`src/hw/rtl/rskp_pkg.sv`:
```
// shared types, constants and helpers for the robust scalar kalman position filter
package rskp_pkg;

    localparam int POS_FRAC_BITS_DEF = 4;
    localparam int DIV_W    = 65;   // dividend / quotient width of the shared divider
    localparam int DVS_W    = 35;   // divisor width
    localparam int MA_W     = 34;
    localparam int MB_W     = 17;
    localparam int PROD_W   = MA_W + MB_W;
    localparam int CNT_W    = 7;

    localparam logic [11:0] SCREEN_WIDTH_RST  = 12'd1920;
    localparam logic [11:0] SCREEN_HEIGHT_RST = 12'd1080;
    localparam logic [9:0]  BORDER_MARGIN_RST = 10'd100;
    localparam logic [15:0] CLIP_RST          = 16'd77;
    localparam logic [15:0] Q_CENTER_RST      = 16'd50;
    localparam logic [15:0] R_CENTER_RST      = 16'd10;
    localparam logic [15:0] Q_BORDER_RST      = 16'd50;
    localparam logic [15:0] R_BORDER_RST      = 16'd10;
    localparam logic [31:0] VAR_RST           = 32'h000A_0000;

    // register indexes
    localparam logic [2:0] REG_SCREEN_WIDTH  = 3'd0;
    localparam logic [2:0] REG_SCREEN_HEIGHT = 3'd1;
    localparam logic [2:0] REG_BORDER_MARGIN = 3'd2;
    localparam logic [2:0] REG_CLIP          = 3'd3;
    localparam logic [2:0] REG_Q_CENTER      = 3'd4;
    localparam logic [2:0] REG_R_CENTER      = 3'd5;
    localparam logic [2:0] REG_Q_BORDER      = 3'd6;
    localparam logic [2:0] REG_R_BORDER      = 3'd7;

    typedef logic [2:0] mul_op_t;
    localparam mul_op_t MUL_NONE  = 3'd0;
    localparam mul_op_t MUL_RQ_AE = 3'd1;
    localparam mul_op_t MUL_B_SQ  = 3'd2;
    localparam mul_op_t MUL_NUM   = 3'd3;
    localparam mul_op_t MUL_VP_R  = 3'd4;

    typedef struct packed {
        logic    load;
        logic    prep1;
        logic    prep2;
        logic    prep3;
        logic    sqrt_step;
        mul_op_t mul_op;
        logic    lhs_cap;
        logic    clip_cap;
        logic    div_load_pos;
        logic    div_load_var;
        logic    div_step;
        logic    pos_upd;
        logic    var_upd;
        logic    out_load;
    } cmd_t;

    typedef struct packed {
        logic out_free;
    } sts_t;

    function automatic logic [15:0] center_of(input logic [11:0] size, input int frac);
        logic [20:0] c;
        c = ({9'b0, size} << frac) >> 1;
        return (c > 21'd32767) ? 16'd32767 : c[15:0];
    endfunction

endpackage

```
`src/hw/rtl/rskp_ctrl.sv`:
```
// sequencer for one filter step: prep, square root, multiplies, two long divisions
module rskp_ctrl (
    input  logic          aclk,
    input  logic          aresetn,
    input  logic          s_tvalid,
    output logic          s_tready,
    input  rskp_pkg::sts_t sts,
    output rskp_pkg::cmd_t cmd
);

    localparam logic [4:0] ST_IDLE    = 5'd0;
    localparam logic [4:0] ST_PREP1   = 5'd1;
    localparam logic [4:0] ST_PREP2   = 5'd2;
    localparam logic [4:0] ST_PREP3   = 5'd3;
    localparam logic [4:0] ST_SQRT    = 5'd4;
    localparam logic [4:0] ST_MUL_LHS = 5'd5;
    localparam logic [4:0] ST_MUL_RHS = 5'd6;
    localparam logic [4:0] ST_CLIP    = 5'd7;
    localparam logic [4:0] ST_MUL_NUM = 5'd8;
    localparam logic [4:0] ST_DIVP_LD = 5'd9;
    localparam logic [4:0] ST_DIVP    = 5'd10;
    localparam logic [4:0] ST_POS_UPD = 5'd11;
    localparam logic [4:0] ST_DIVV_LD = 5'd12;
    localparam logic [4:0] ST_DIVV    = 5'd13;
    localparam logic [4:0] ST_VAR_UPD = 5'd14;
    localparam logic [4:0] ST_FIN     = 5'd15;

    localparam logic [rskp_pkg::CNT_W-1:0] SQRT_LAST = rskp_pkg::CNT_W'(15);
    localparam logic [rskp_pkg::CNT_W-1:0] DIV_LAST  = rskp_pkg::CNT_W'(rskp_pkg::DIV_W - 1);

    logic [4:0]                 state_reg, state_next;
    logic [rskp_pkg::CNT_W-1:0] cnt_reg, cnt_next;

    always_ff @(posedge aclk) begin
        if (!aresetn) begin
            state_reg <= ST_IDLE;
            cnt_reg   <= '0;
        end else begin
            state_reg <= state_next;
            cnt_reg   <= cnt_next;
        end
    end

    assign s_tready = (state_reg == ST_IDLE);

    always_comb begin
        state_next = state_reg;
        cnt_next   = cnt_reg;
        cmd        = '0;
        cmd.mul_op = rskp_pkg::MUL_NONE;
        case (state_reg)
            ST_IDLE: begin
                if (s_tvalid) begin
                    cmd.load   = 1'b1;
                    state_next = ST_PREP1;
                end
            end
            ST_PREP1: begin
                cmd.prep1  = 1'b1;
                state_next = ST_PREP2;
            end
            ST_PREP2: begin
                cmd.prep2  = 1'b1;
                state_next = ST_PREP3;
            end
            ST_PREP3: begin
                cmd.prep3  = 1'b1;
                cnt_next   = '0;
                state_next = ST_SQRT;
            end
            ST_SQRT: begin
                cmd.sqrt_step = 1'b1;
                cnt_next      = cnt_reg + 1'b1;
                if (cnt_reg == SQRT_LAST) state_next = ST_MUL_LHS;
            end
            ST_MUL_LHS: begin
                cmd.mul_op = rskp_pkg::MUL_RQ_AE;
                state_next = ST_MUL_RHS;
            end
            ST_MUL_RHS: begin
                cmd.lhs_cap = 1'b1;
                cmd.mul_op  = rskp_pkg::MUL_B_SQ;
                state_next  = ST_CLIP;
            end
            ST_CLIP: begin
                cmd.clip_cap = 1'b1;
                state_next   = ST_MUL_NUM;
            end
            ST_MUL_NUM: begin
                cmd.mul_op = rskp_pkg::MUL_NUM;
                state_next = ST_DIVP_LD;
            end
            ST_DIVP_LD: begin
                cmd.div_load_pos = 1'b1;
                cnt_next         = '0;
                state_next       = ST_DIVP;
            end
            ST_DIVP: begin
                cmd.div_step = 1'b1;
                cnt_next     = cnt_reg + 1'b1;
                if (cnt_reg == DIV_LAST) state_next = ST_POS_UPD;
            end
            ST_POS_UPD: begin
                cmd.pos_upd = 1'b1;
                cmd.mul_op  = rskp_pkg::MUL_VP_R;
                state_next  = ST_DIVV_LD;
            end
            ST_DIVV_LD: begin
                cmd.div_load_var = 1'b1;
                cnt_next         = '0;
                state_next       = ST_DIVV;
            end
            ST_DIVV: begin
                cmd.div_step = 1'b1;
                cnt_next     = cnt_reg + 1'b1;
                if (cnt_reg == DIV_LAST) state_next = ST_VAR_UPD;
            end
            ST_VAR_UPD: begin
                cmd.var_upd = 1'b1;
                state_next  = ST_FIN;
            end
            ST_FIN: begin
                if (sts.out_free) begin
                    cmd.out_load = 1'b1;
                    state_next   = ST_IDLE;
                end
            end
            default: begin
                state_next = ST_IDLE;
            end
        endcase
    end

endmodule

```
`src/hw/rtl/rskp_dp.sv`:
```
// datapath: config and filter state, border select, square root, shared multiplier and divider
module rskp_dp #(
    parameter int POS_FRAC_BITS = rskp_pkg::POS_FRAC_BITS_DEF
) (
    input  logic                aclk,
    input  logic                aresetn,
    input  logic                cfg_wr_en,
    input  logic [2:0]          cfg_addr,
    input  logic [15:0]         cfg_wdata,
    input  logic                s_tuser,
    input  logic signed [15:0]  s_tdata,
    output logic                m_tvalid,
    input  logic                m_tready,
    output logic                m_tuser,
    output logic signed [15:0]  m_tdata,
    input  rskp_pkg::cmd_t      cmd,
    output rskp_pkg::sts_t      sts
);

    localparam int DW    = rskp_pkg::DIV_W;
    localparam int VW    = rskp_pkg::DVS_W;
    localparam int PW    = rskp_pkg::PROD_W;
    localparam int AW    = rskp_pkg::MA_W;
    localparam int BW    = rskp_pkg::MB_W;
    localparam int BRD_W = 18 + POS_FRAC_BITS;
    localparam int CMP_W = PW + 1 + POS_FRAC_BITS;

    // configuration
    logic [11:0] width_reg, height_reg;
    logic [9:0]  margin_reg;
    logic [15:0] clip_reg_b, qc_reg, rc_reg, qb_reg, rb_reg;

    // per-axis filter state
    logic signed [15:0] est_st_reg [2];
    logic [31:0]        var_st_reg [2];

    // working registers
    logic               ax_reg;
    logic signed [15:0] s_reg;
    logic [15:0]        q_reg, r_reg;
    logic signed [15:0] est_reg;
    logic [31:0]        v_reg;
    logic [32:0]        vp_reg;
    logic [33:0]        sq_reg;
    logic               neg_reg;
    logic [16:0]        ae_reg;
    logic [31:0]        sx_reg;
    logic [17:0]        srem_reg;
    logic [15:0]        root_reg;
    logic [PW-1:0]      p_reg;
    logic [32:0]        lhs_reg;
    logic               clip_reg, zero_reg, sqz_reg;
    logic [DW-1:0]      dq_reg;
    logic [VW:0]        dr_reg;
    logic [VW-1:0]      dd_reg;
    logic signed [15:0] res_reg;
    logic               m_tvalid_reg;

    always_ff @(posedge aclk) begin
        if (!aresetn) begin
            width_reg  <= rskp_pkg::SCREEN_WIDTH_RST;
            height_reg <= rskp_pkg::SCREEN_HEIGHT_RST;
            margin_reg <= rskp_pkg::BORDER_MARGIN_RST;
            clip_reg_b <= rskp_pkg::CLIP_RST;
            qc_reg     <= rskp_pkg::Q_CENTER_RST;
            rc_reg     <= rskp_pkg::R_CENTER_RST;
            qb_reg     <= rskp_pkg::Q_BORDER_RST;
            rb_reg     <= rskp_pkg::R_BORDER_RST;
        end else if (cfg_wr_en) begin
            case (cfg_addr)
                rskp_pkg::REG_SCREEN_WIDTH:  width_reg  <= cfg_wdata[11:0];
                rskp_pkg::REG_SCREEN_HEIGHT: height_reg <= cfg_wdata[11:0];
                rskp_pkg::REG_BORDER_MARGIN: margin_reg <= cfg_wdata[9:0];
                rskp_pkg::REG_CLIP:          clip_reg_b <= cfg_wdata;
                rskp_pkg::REG_Q_CENTER:      qc_reg     <= cfg_wdata;
                rskp_pkg::REG_R_CENTER:      rc_reg     <= cfg_wdata;
                rskp_pkg::REG_Q_BORDER:      qb_reg     <= cfg_wdata;
                rskp_pkg::REG_R_BORDER:      rb_reg     <= cfg_wdata;
                default: ;
            endcase
        end
    end

    // border test
    logic [11:0]             size_sel;
    logic signed [BRD_W-1:0] lo_w, hi_w, s_w;
    logic                    interior;

    always_comb begin
        size_sel = ax_reg ? height_reg : width_reg;
        lo_w     = BRD_W'($signed({1'b0, margin_reg})) <<< POS_FRAC_BITS;
        hi_w     = (BRD_W'($signed({1'b0, size_sel})) - BRD_W'($signed({1'b0, margin_reg})))
                   <<< POS_FRAC_BITS;
        s_w      = BRD_W'(s_reg);
        interior = (s_w > lo_w) && (s_w < hi_w);
    end

    // innovation
    logic signed [16:0] e_w;
    assign e_w = 17'(s_reg) - 17'(est_reg);

    // square root digit step
    logic [19:0] rem2_w, trial_w;
    assign rem2_w  = {srem_reg, sx_reg[31:30]};
    assign trial_w = {2'b00, root_reg, 2'b01};

    // shared multiplier
    logic [AW-1:0] ma_w;
    logic [BW-1:0] mb_w;
    always_comb begin
        case (cmd.mul_op)
            rskp_pkg::MUL_RQ_AE: begin
                ma_w = AW'(root_reg);
                mb_w = ae_reg;
            end
            rskp_pkg::MUL_B_SQ: begin
                ma_w = sq_reg;
                mb_w = BW'(clip_reg_b);
            end
            rskp_pkg::MUL_NUM: begin
                ma_w = AW'(vp_reg);
                mb_w = clip_reg ? BW'(clip_reg_b) : ae_reg;
            end
            rskp_pkg::MUL_VP_R: begin
                ma_w = AW'(vp_reg);
                mb_w = BW'(r_reg);
            end
            default: begin
                ma_w = '0;
                mb_w = '0;
            end
        endcase
    end

    // clip test: rq*|e|*2^16 > b*S*2^F
    logic [CMP_W-1:0] lhs_w, rhs_w;
    assign lhs_w = CMP_W'({lhs_reg, 16'b0});
    assign rhs_w = CMP_W'(p_reg) << POS_FRAC_BITS;

    // divider step
    logic [VW:0] dt_w;
    logic        dbit;
    assign dt_w = {dr_reg[VW-1:0], dq_reg[DW-1]};
    assign dbit = (dt_w >= {1'b0, dd_reg});

    // position update
    logic [16:0]        mag_w;
    logic signed [18:0] sum_w;
    logic signed [15:0] est_new_w;
    always_comb begin
        if (zero_reg)              mag_w = '0;
        else if (|dq_reg[DW-1:17]) mag_w = '1;
        else                       mag_w = dq_reg[16:0];
        sum_w = neg_reg ? (19'(est_reg) - 19'($signed({2'b00, mag_w})))
                        : (19'(est_reg) + 19'($signed({2'b00, mag_w})));
        if (sum_w > 19'sd32767)       est_new_w = 16'sh7FFF;
        else if (sum_w < -19'sd32768) est_new_w = -16'sh8000;
        else                          est_new_w = sum_w[15:0];
    end

    // variance update
    logic [32:0] vq_w;
    logic [31:0] var_new_w;
    assign vq_w      = {1'b0, q_reg, 16'b0} + (sqz_reg ? 33'd0 : {1'b0, dq_reg[31:0]});
    assign var_new_w = vq_w[32] ? 32'hFFFF_FFFF : vq_w[31:0];

    always_ff @(posedge aclk) begin
        if (cmd.load) begin
            ax_reg <= s_tuser;
            s_reg  <= s_tdata;
        end
        if (cmd.prep1) begin
            q_reg   <= interior ? qc_reg : qb_reg;
            r_reg   <= interior ? rc_reg : rb_reg;
            est_reg <= est_st_reg[ax_reg];
            v_reg   <= var_st_reg[ax_reg];
        end
        if (cmd.prep2) begin
            vp_reg  <= {1'b0, v_reg} + {1'b0, q_reg, 16'b0};
            neg_reg <= e_w[16];
            ae_reg  <= e_w[16] ? 17'(-e_w) : 17'(e_w);
        end
        if (cmd.prep3) begin
            sq_reg   <= {1'b0, vp_reg} + {2'b00, r_reg, 16'b0};
            sx_reg   <= {r_reg, 16'b0};
            srem_reg <= '0;
            root_reg <= '0;
        end
        if (cmd.sqrt_step) begin
            sx_reg <= sx_reg << 2;
            if (rem2_w >= trial_w) begin
                srem_reg <= 18'(rem2_w - trial_w);
                root_reg <= {root_reg[14:0], 1'b1};
            end else begin
                srem_reg <= rem2_w[17:0];
                root_reg <= {root_reg[14:0], 1'b0};
            end
        end
        if (cmd.mul_op != rskp_pkg::MUL_NONE) begin
            p_reg <= PW'(ma_w) * PW'(mb_w);
        end
        if (cmd.lhs_cap) begin
            lhs_reg <= p_reg[32:0];
        end
        if (cmd.clip_cap) begin
            sqz_reg  <= (sq_reg == '0);
            zero_reg <= (sq_reg == '0) || (ae_reg == '0);
            clip_reg <= (root_reg != '0) && (lhs_w > rhs_w);
        end
        if (cmd.div_load_pos) begin
            dr_reg <= '0;
            if (clip_reg) begin
                dq_reg <= (DW'(p_reg) << (POS_FRAC_BITS + 1)) + DW'({root_reg, 16'b0});
                dd_reg <= VW'({root_reg, 17'b0});
            end else begin
                dq_reg <= DW'({p_reg, 1'b0}) + DW'(sq_reg);
                dd_reg <= VW'({sq_reg, 1'b0});
            end
        end
        if (cmd.div_load_var) begin
            dr_reg <= '0;
            dq_reg <= {p_reg[DW-17:0], 16'b0};
            dd_reg <= VW'(sq_reg);
        end
        if (cmd.div_step) begin
            dr_reg <= dbit ? (dt_w - {1'b0, dd_reg}) : dt_w;
            dq_reg <= {dq_reg[DW-2:0], dbit};
        end
        if (cmd.pos_upd) begin
            res_reg <= est_new_w;
        end
        if (cmd.out_load) begin
            m_tuser <= ax_reg;
            m_tdata <= res_reg;
        end
    end

    // filter state
    always_ff @(posedge aclk) begin
        if (!aresetn) begin
            est_st_reg[0] <= rskp_pkg::center_of(rskp_pkg::SCREEN_WIDTH_RST, POS_FRAC_BITS);
            est_st_reg[1] <= rskp_pkg::center_of(rskp_pkg::SCREEN_HEIGHT_RST, POS_FRAC_BITS);
            var_st_reg[0] <= rskp_pkg::VAR_RST;
            var_st_reg[1] <= rskp_pkg::VAR_RST;
        end else begin
            if (cmd.pos_upd) est_st_reg[ax_reg] <= est_new_w;
            if (cmd.var_upd) var_st_reg[ax_reg] <= var_new_w;
        end
    end

    // result register
    always_ff @(posedge aclk) begin
        if (!aresetn) begin
            m_tvalid_reg <= 1'b0;
        end else if (cmd.out_load) begin
            m_tvalid_reg <= 1'b1;
        end else if (m_tready) begin
            m_tvalid_reg <= 1'b0;
        end
    end

    assign m_tvalid     = m_tvalid_reg;
    assign sts.out_free = !m_tvalid_reg || m_tready;

endmodule

```
`src/hw/rtl/robust_scalar_kalman_position.sv`:
```
// top level of the robust scalar kalman position filter
//
//  channel  dir  handshake            payload
//  s_       in   s_tvalid/s_tready    s_tuser = axis, s_tdata = sample
//  m_       out  m_tvalid/m_tready    m_tuser = axis_out, m_tdata = estimate
//  cfg_     in   cfg_wr_en            cfg_addr = register index, cfg_wdata = value
//
// one request at a time; the work from accept to result valid includes the two
// 65-step restoring divisions (gain and variance) plus a 16-step square root
// s_tready is high only while idle; a result waiting in the output register does
// not block the next accept, only the final load of the following result
// reset is synchronous, active low, and restores config registers, output valid and both axis states
module robust_scalar_kalman_position #(
    parameter int POS_FRAC_BITS = rskp_pkg::POS_FRAC_BITS_DEF
) (
    input  logic               aclk,
    input  logic               aresetn,
    input  logic               cfg_wr_en,
    input  logic [2:0]         cfg_addr,
    input  logic [15:0]        cfg_wdata,
    input  logic               s_tvalid,
    output logic               s_tready,
    input  logic               s_tuser,   // axis
    input  logic signed [15:0] s_tdata,   // sample
    output logic               m_tvalid,
    input  logic               m_tready,
    output logic               m_tuser,   // axis_out
    output logic signed [15:0] m_tdata    // estimate
);

    rskp_pkg::cmd_t cmd;
    rskp_pkg::sts_t sts;

    rskp_ctrl u_ctrl (
        .aclk     (aclk),
        .aresetn  (aresetn),
        .s_tvalid (s_tvalid),
        .s_tready (s_tready),
        .sts      (sts),
        .cmd      (cmd)
    );

    rskp_dp #(
        .POS_FRAC_BITS (POS_FRAC_BITS)
    ) u_dp (
        .aclk      (aclk),
        .aresetn   (aresetn),
        .cfg_wr_en (cfg_wr_en),
        .cfg_addr  (cfg_addr),
        .cfg_wdata (cfg_wdata),
        .s_tuser   (s_tuser),
        .s_tdata   (s_tdata),
        .m_tvalid  (m_tvalid),
        .m_tready  (m_tready),
        .m_tuser   (m_tuser),
        .m_tdata   (m_tdata),
        .cmd       (cmd),
        .sts       (sts)
    );

endmodule

```
`config.mk`:
```
export PLATFORM = sky130hd
export DESIGN_NAME = robust_scalar_kalman_position
export DESIGN_NICKNAME = d
export VERILOG_FILES = /design/src/hw/rtl/rskp_pkg.sv /design/src/hw/rtl/rskp_ctrl.sv /design/src/hw/rtl/rskp_dp.sv /design/src/hw/rtl/robust_scalar_kalman_position.sv
export SDC_FILE = /design/constraint.sdc
export NUM_CORES = 2
export LEC_CHECK = 0
export CELL_PAD_IN_SITES_DETAIL_PLACEMENT = 0
export CELL_PAD_IN_SITES_GLOBAL_PLACEMENT = 1
export CORE_UTILIZATION = 47
export DETAILED_ROUTE_END_ITERATION = 16
export DONT_BUFFER_PORTS = 1
export HOLD_SLACK_MARGIN = 0.06
export PLACE_DENSITY_LB_ADDON = 0.05
export SLEW_MARGIN = 10
export SYNTH_ARGS = -nofsm -noshare
export SYNTH_HDL_FRONTEND = slang
export SYNTH_SLANG_ARGS = --single-unit
```
`constraint.sdc`:
```
create_clock -name aclk -period 9.1 [get_ports aclk]
set_clock_uncertainty 0.05 [all_clocks]
set_input_delay 0 -clock aclk [delete_from_list [all_inputs] [get_ports aclk]]
set_output_delay 0 -clock aclk [all_outputs]
set_load 0.005 [all_outputs]
```
==> impl_results.md <==
- Number of sinks driven by the clock tree: 709
- Post-Synthesis Mean Instance Area: 9.48 um^2
- Top post-synthesis cells by count: nand2_1 (969), inv_1 (758), edfxtp_1 (582)
- Clock tree from TritonCTS: done
- Total power after layout: 0.0113 W
- Remaining Overflow, GRT: 0
- CP required: 9.48 ns
- Post-synthesis net count: 7081
- Number of buffers on the longest clock path: 3
- Post-DR wirelength/cell: 25.1 um
- Synth async-reset ratio: 0%
- Final Slew Violations: 0
- Arrival @ worst endpoint: 8.96 ns
- Area share of the largest cell type after synthesis: 29.8%
- Port buffer count: 0
- Iteration-0 DRC count of the detailed router: 4298
- Pwr per Cell Area: 175 nW/um^2
- Final hold violation count: 0
- Fraction of the yosys area taken by sequential cells: 34.2%
- Worst setup path startpoint: u_ctrl.state_reg[0]
- Setup TNS after final layout: 0 ns
- Number of top-level design ports: 60
- Gr usage total: 31.6%
- Final period utilization: 94.2%
- Final weighted congestion in routability-driven placement: 1.00
- Slew margin rel.: 10.7%
- Final net count: 7092
- Number of cells traversed by the worst register-to-register path: 28
- Post-synth cell types: 89
- Htree depth: 3
- Max frequency: 117 MHz
- Core area: 124000 um^2
- Status: finished clean
- Ys flop type: edfxtp_1
- Final core area utilization: 52.0%
- Flip-flop count of the largest register, all copies and words added: 65
- Startpoint of the worst-slack reg-to-reg timing path: u_ctrl.state_reg[0]
- Count of final setup violators: 0
- Endpoint kind of the worst setup timing path: register
- Vias in the first global route: 44600
- Worst setup SP type: register
- Floorplan die height: 355 um
- Count leader, synth: nand2_1
- Total wirelength of the detailed-routed design: 198 mm
- Final WS setup: 0.524 ns
- Largest cells by area after synthesis: edfxtp_1 (30%), fa_1 (17%), ha_1 (8.1%), nand2_1 (6.2%), inv_1 (4.9%)
- Clock buffers created by TritonCTS: 82
- Synth Warn #: 0
- Number of violations of the max-capacitance limit: 0
- Largest net degree at the start of global routing: 134
- Library cell appearing most often on the critical path: fa_1
- Routed via count: 45500
- Number of stages on the worst hold path: 3
- Final min period: 8.58 ns
- Cell count after synthesis: 6174
- Hold path startpoint: cfg_wr_en
- Transition at the pin with the smallest max-transition slack: 1.34 ns
- Crit-path max FO: 18
- Area of the die: 126000 um^2
- Global-route wire length before repair: 295 mm
- Maximum vdd ir drop: 0.252 mV
- Number of enable flip-flop cells after synthesis: 582
- Number of storage elements in the synthesis netlist: 709
- Drt first pass iters: 8
- Yosys top cell by area: edfxtp_1
- Number of antenna violations at the first check in global routing: 14
- Clock latency on the worst-skew pair: 0.70 ns
- Critical path type: register to register
- Leakage power: 26.7 nW
- Worst min-delay path category: input port to register
- Area added between synthesis and finish: 9.84%
- HPWL after detailed placement: 153 mm
- Number of routed nets with antenna violations: 0
- Width of the die: 355 um
- Slowest-stage cell, CP: fa_1
- Root buffer cell: clkbuf_16
- Starting utilization of the core area: 47.4%
- Post-synthesis instance area: 58600 um^2
- Core Rows: 129
- Fraction of layout instances using a drive strength above 1: 6.43%
- Number of remaining DRC errors: 0
- Largest stage delay on the critical path: 0.77 ns
- Via-per-instance ratio: 5.77
- Setup repair after global routing missed its margin: no
- Pre-CTS setup slack: 0.458 ns
- Clock edge transition at the registers on the reported setup and hold paths: 0.06 ns
## cell type report
class	count	area, um^2
Multi-Input combinational cell	4427	34700
Sequential cell	709	20000
Clock inverter	43	524
Antenna cell	3	7.51
Tap cell	1637	2050
Fill cell	11600	59300
Clock buffer	108	2250
Inverter	759	2850
Timing Repair Buffer	206	1860
## layout by cell type, fill, tap and decap left out, types with 58 or more instances in the layout
cell type      count
dlygate4sd3_1     84
a21boi_0          99
a21o_1           100
xnor2_1          192
mux2i_1           58
inv_1            758
fa_1             488
a21oi_1          285
clkbuf_16         85
nor3_1            60
dfxtp_1          126
nor2b_1           69
nor2_1           528
nand2b_1          66
mux2_2            88
edfxtp_1         582
ha_1             378
buf_4            114
o21ai_0          208
nand2_1          959
xor2_1            68
nand3_1           92
## power breakdown
part / leakage (nW) / internal [W] / total [W] / switching, W
registers: 6.37 / 0.00410 / 0.00455 / 0.000454
clock network: 1.34 / 0.00199 / 0.00344 / 0.00145
logic: 19.0 / 0.00122 / 0.00326 / 0.00204
total: 26.7 / 0.00730 / 0.0113 / 0.00395
## final timing paths
check,end,slack (ns)
max,u_dp.p_reg[43],0.52
min,u_dp.clip_reg_b[2],0.08
min reg2reg,u_dp.m_tdata[13],0.36
max reg2reg,u_dp.p_reg[43],0.52
## repair_timing
action,CTS,global route
buffers inserted,0,0
setup endpoints to repair,0,2
hold endpoints to repair,285,0
hold buffers,85,0
resized for setup,0,10
## cells by family (layout without fill, tap and decap cells)
family	Yosys count	count (layout)	synth area share, %
adders and majority gates	866	866	24.8
buffers and inverters	1038	1116	6.72
xor gates and xnor gates	261	261	3.92
and+or+nand+nor	2054	2054	15.3
other	1	4	0.00640
DFF	709	709	34.2
AOI/OAI and AO/OA	1097	1097	12.4
muxes	148	148	2.72
## worst max-delay path: cells and delay by family (launching register included)
family | cells | cell delay (ns)
flops | 1 | 0.54
compound gates | 10 | 1.90
fa+ha+maj | 7 | 3.90
simple gates | 5 | 0.93
xor+xnor | 1 | 0.16
buf+inv | 5 | 0.79
## per-layer routing
| metal | wire (um) | GRT usage (%) |
|---|---|---|
| met5 | 60 | 0 |
| met4 | 6470 | 9.13 |
| met3 | 15000 | 5.94 |
| met2 | 88200 | 48.9 |
| met1 | 88400 | 45.2 |
## metrics by stage
step / instances / instance area, um^2 / hold slack (ns)
after global routing: 7889 / 64300 / 0.104
after detailed placement: 7653 / 60600 / 0.0489
final: 7892 / 64300 / 0.0801
after global placement: 7653 / 60600 / 0.0426
after floorplan: 6174 / 58600 / 0.0489
after CTS: 7889 / 64300 / 0.0618
(Power assumes the default switching activity.)
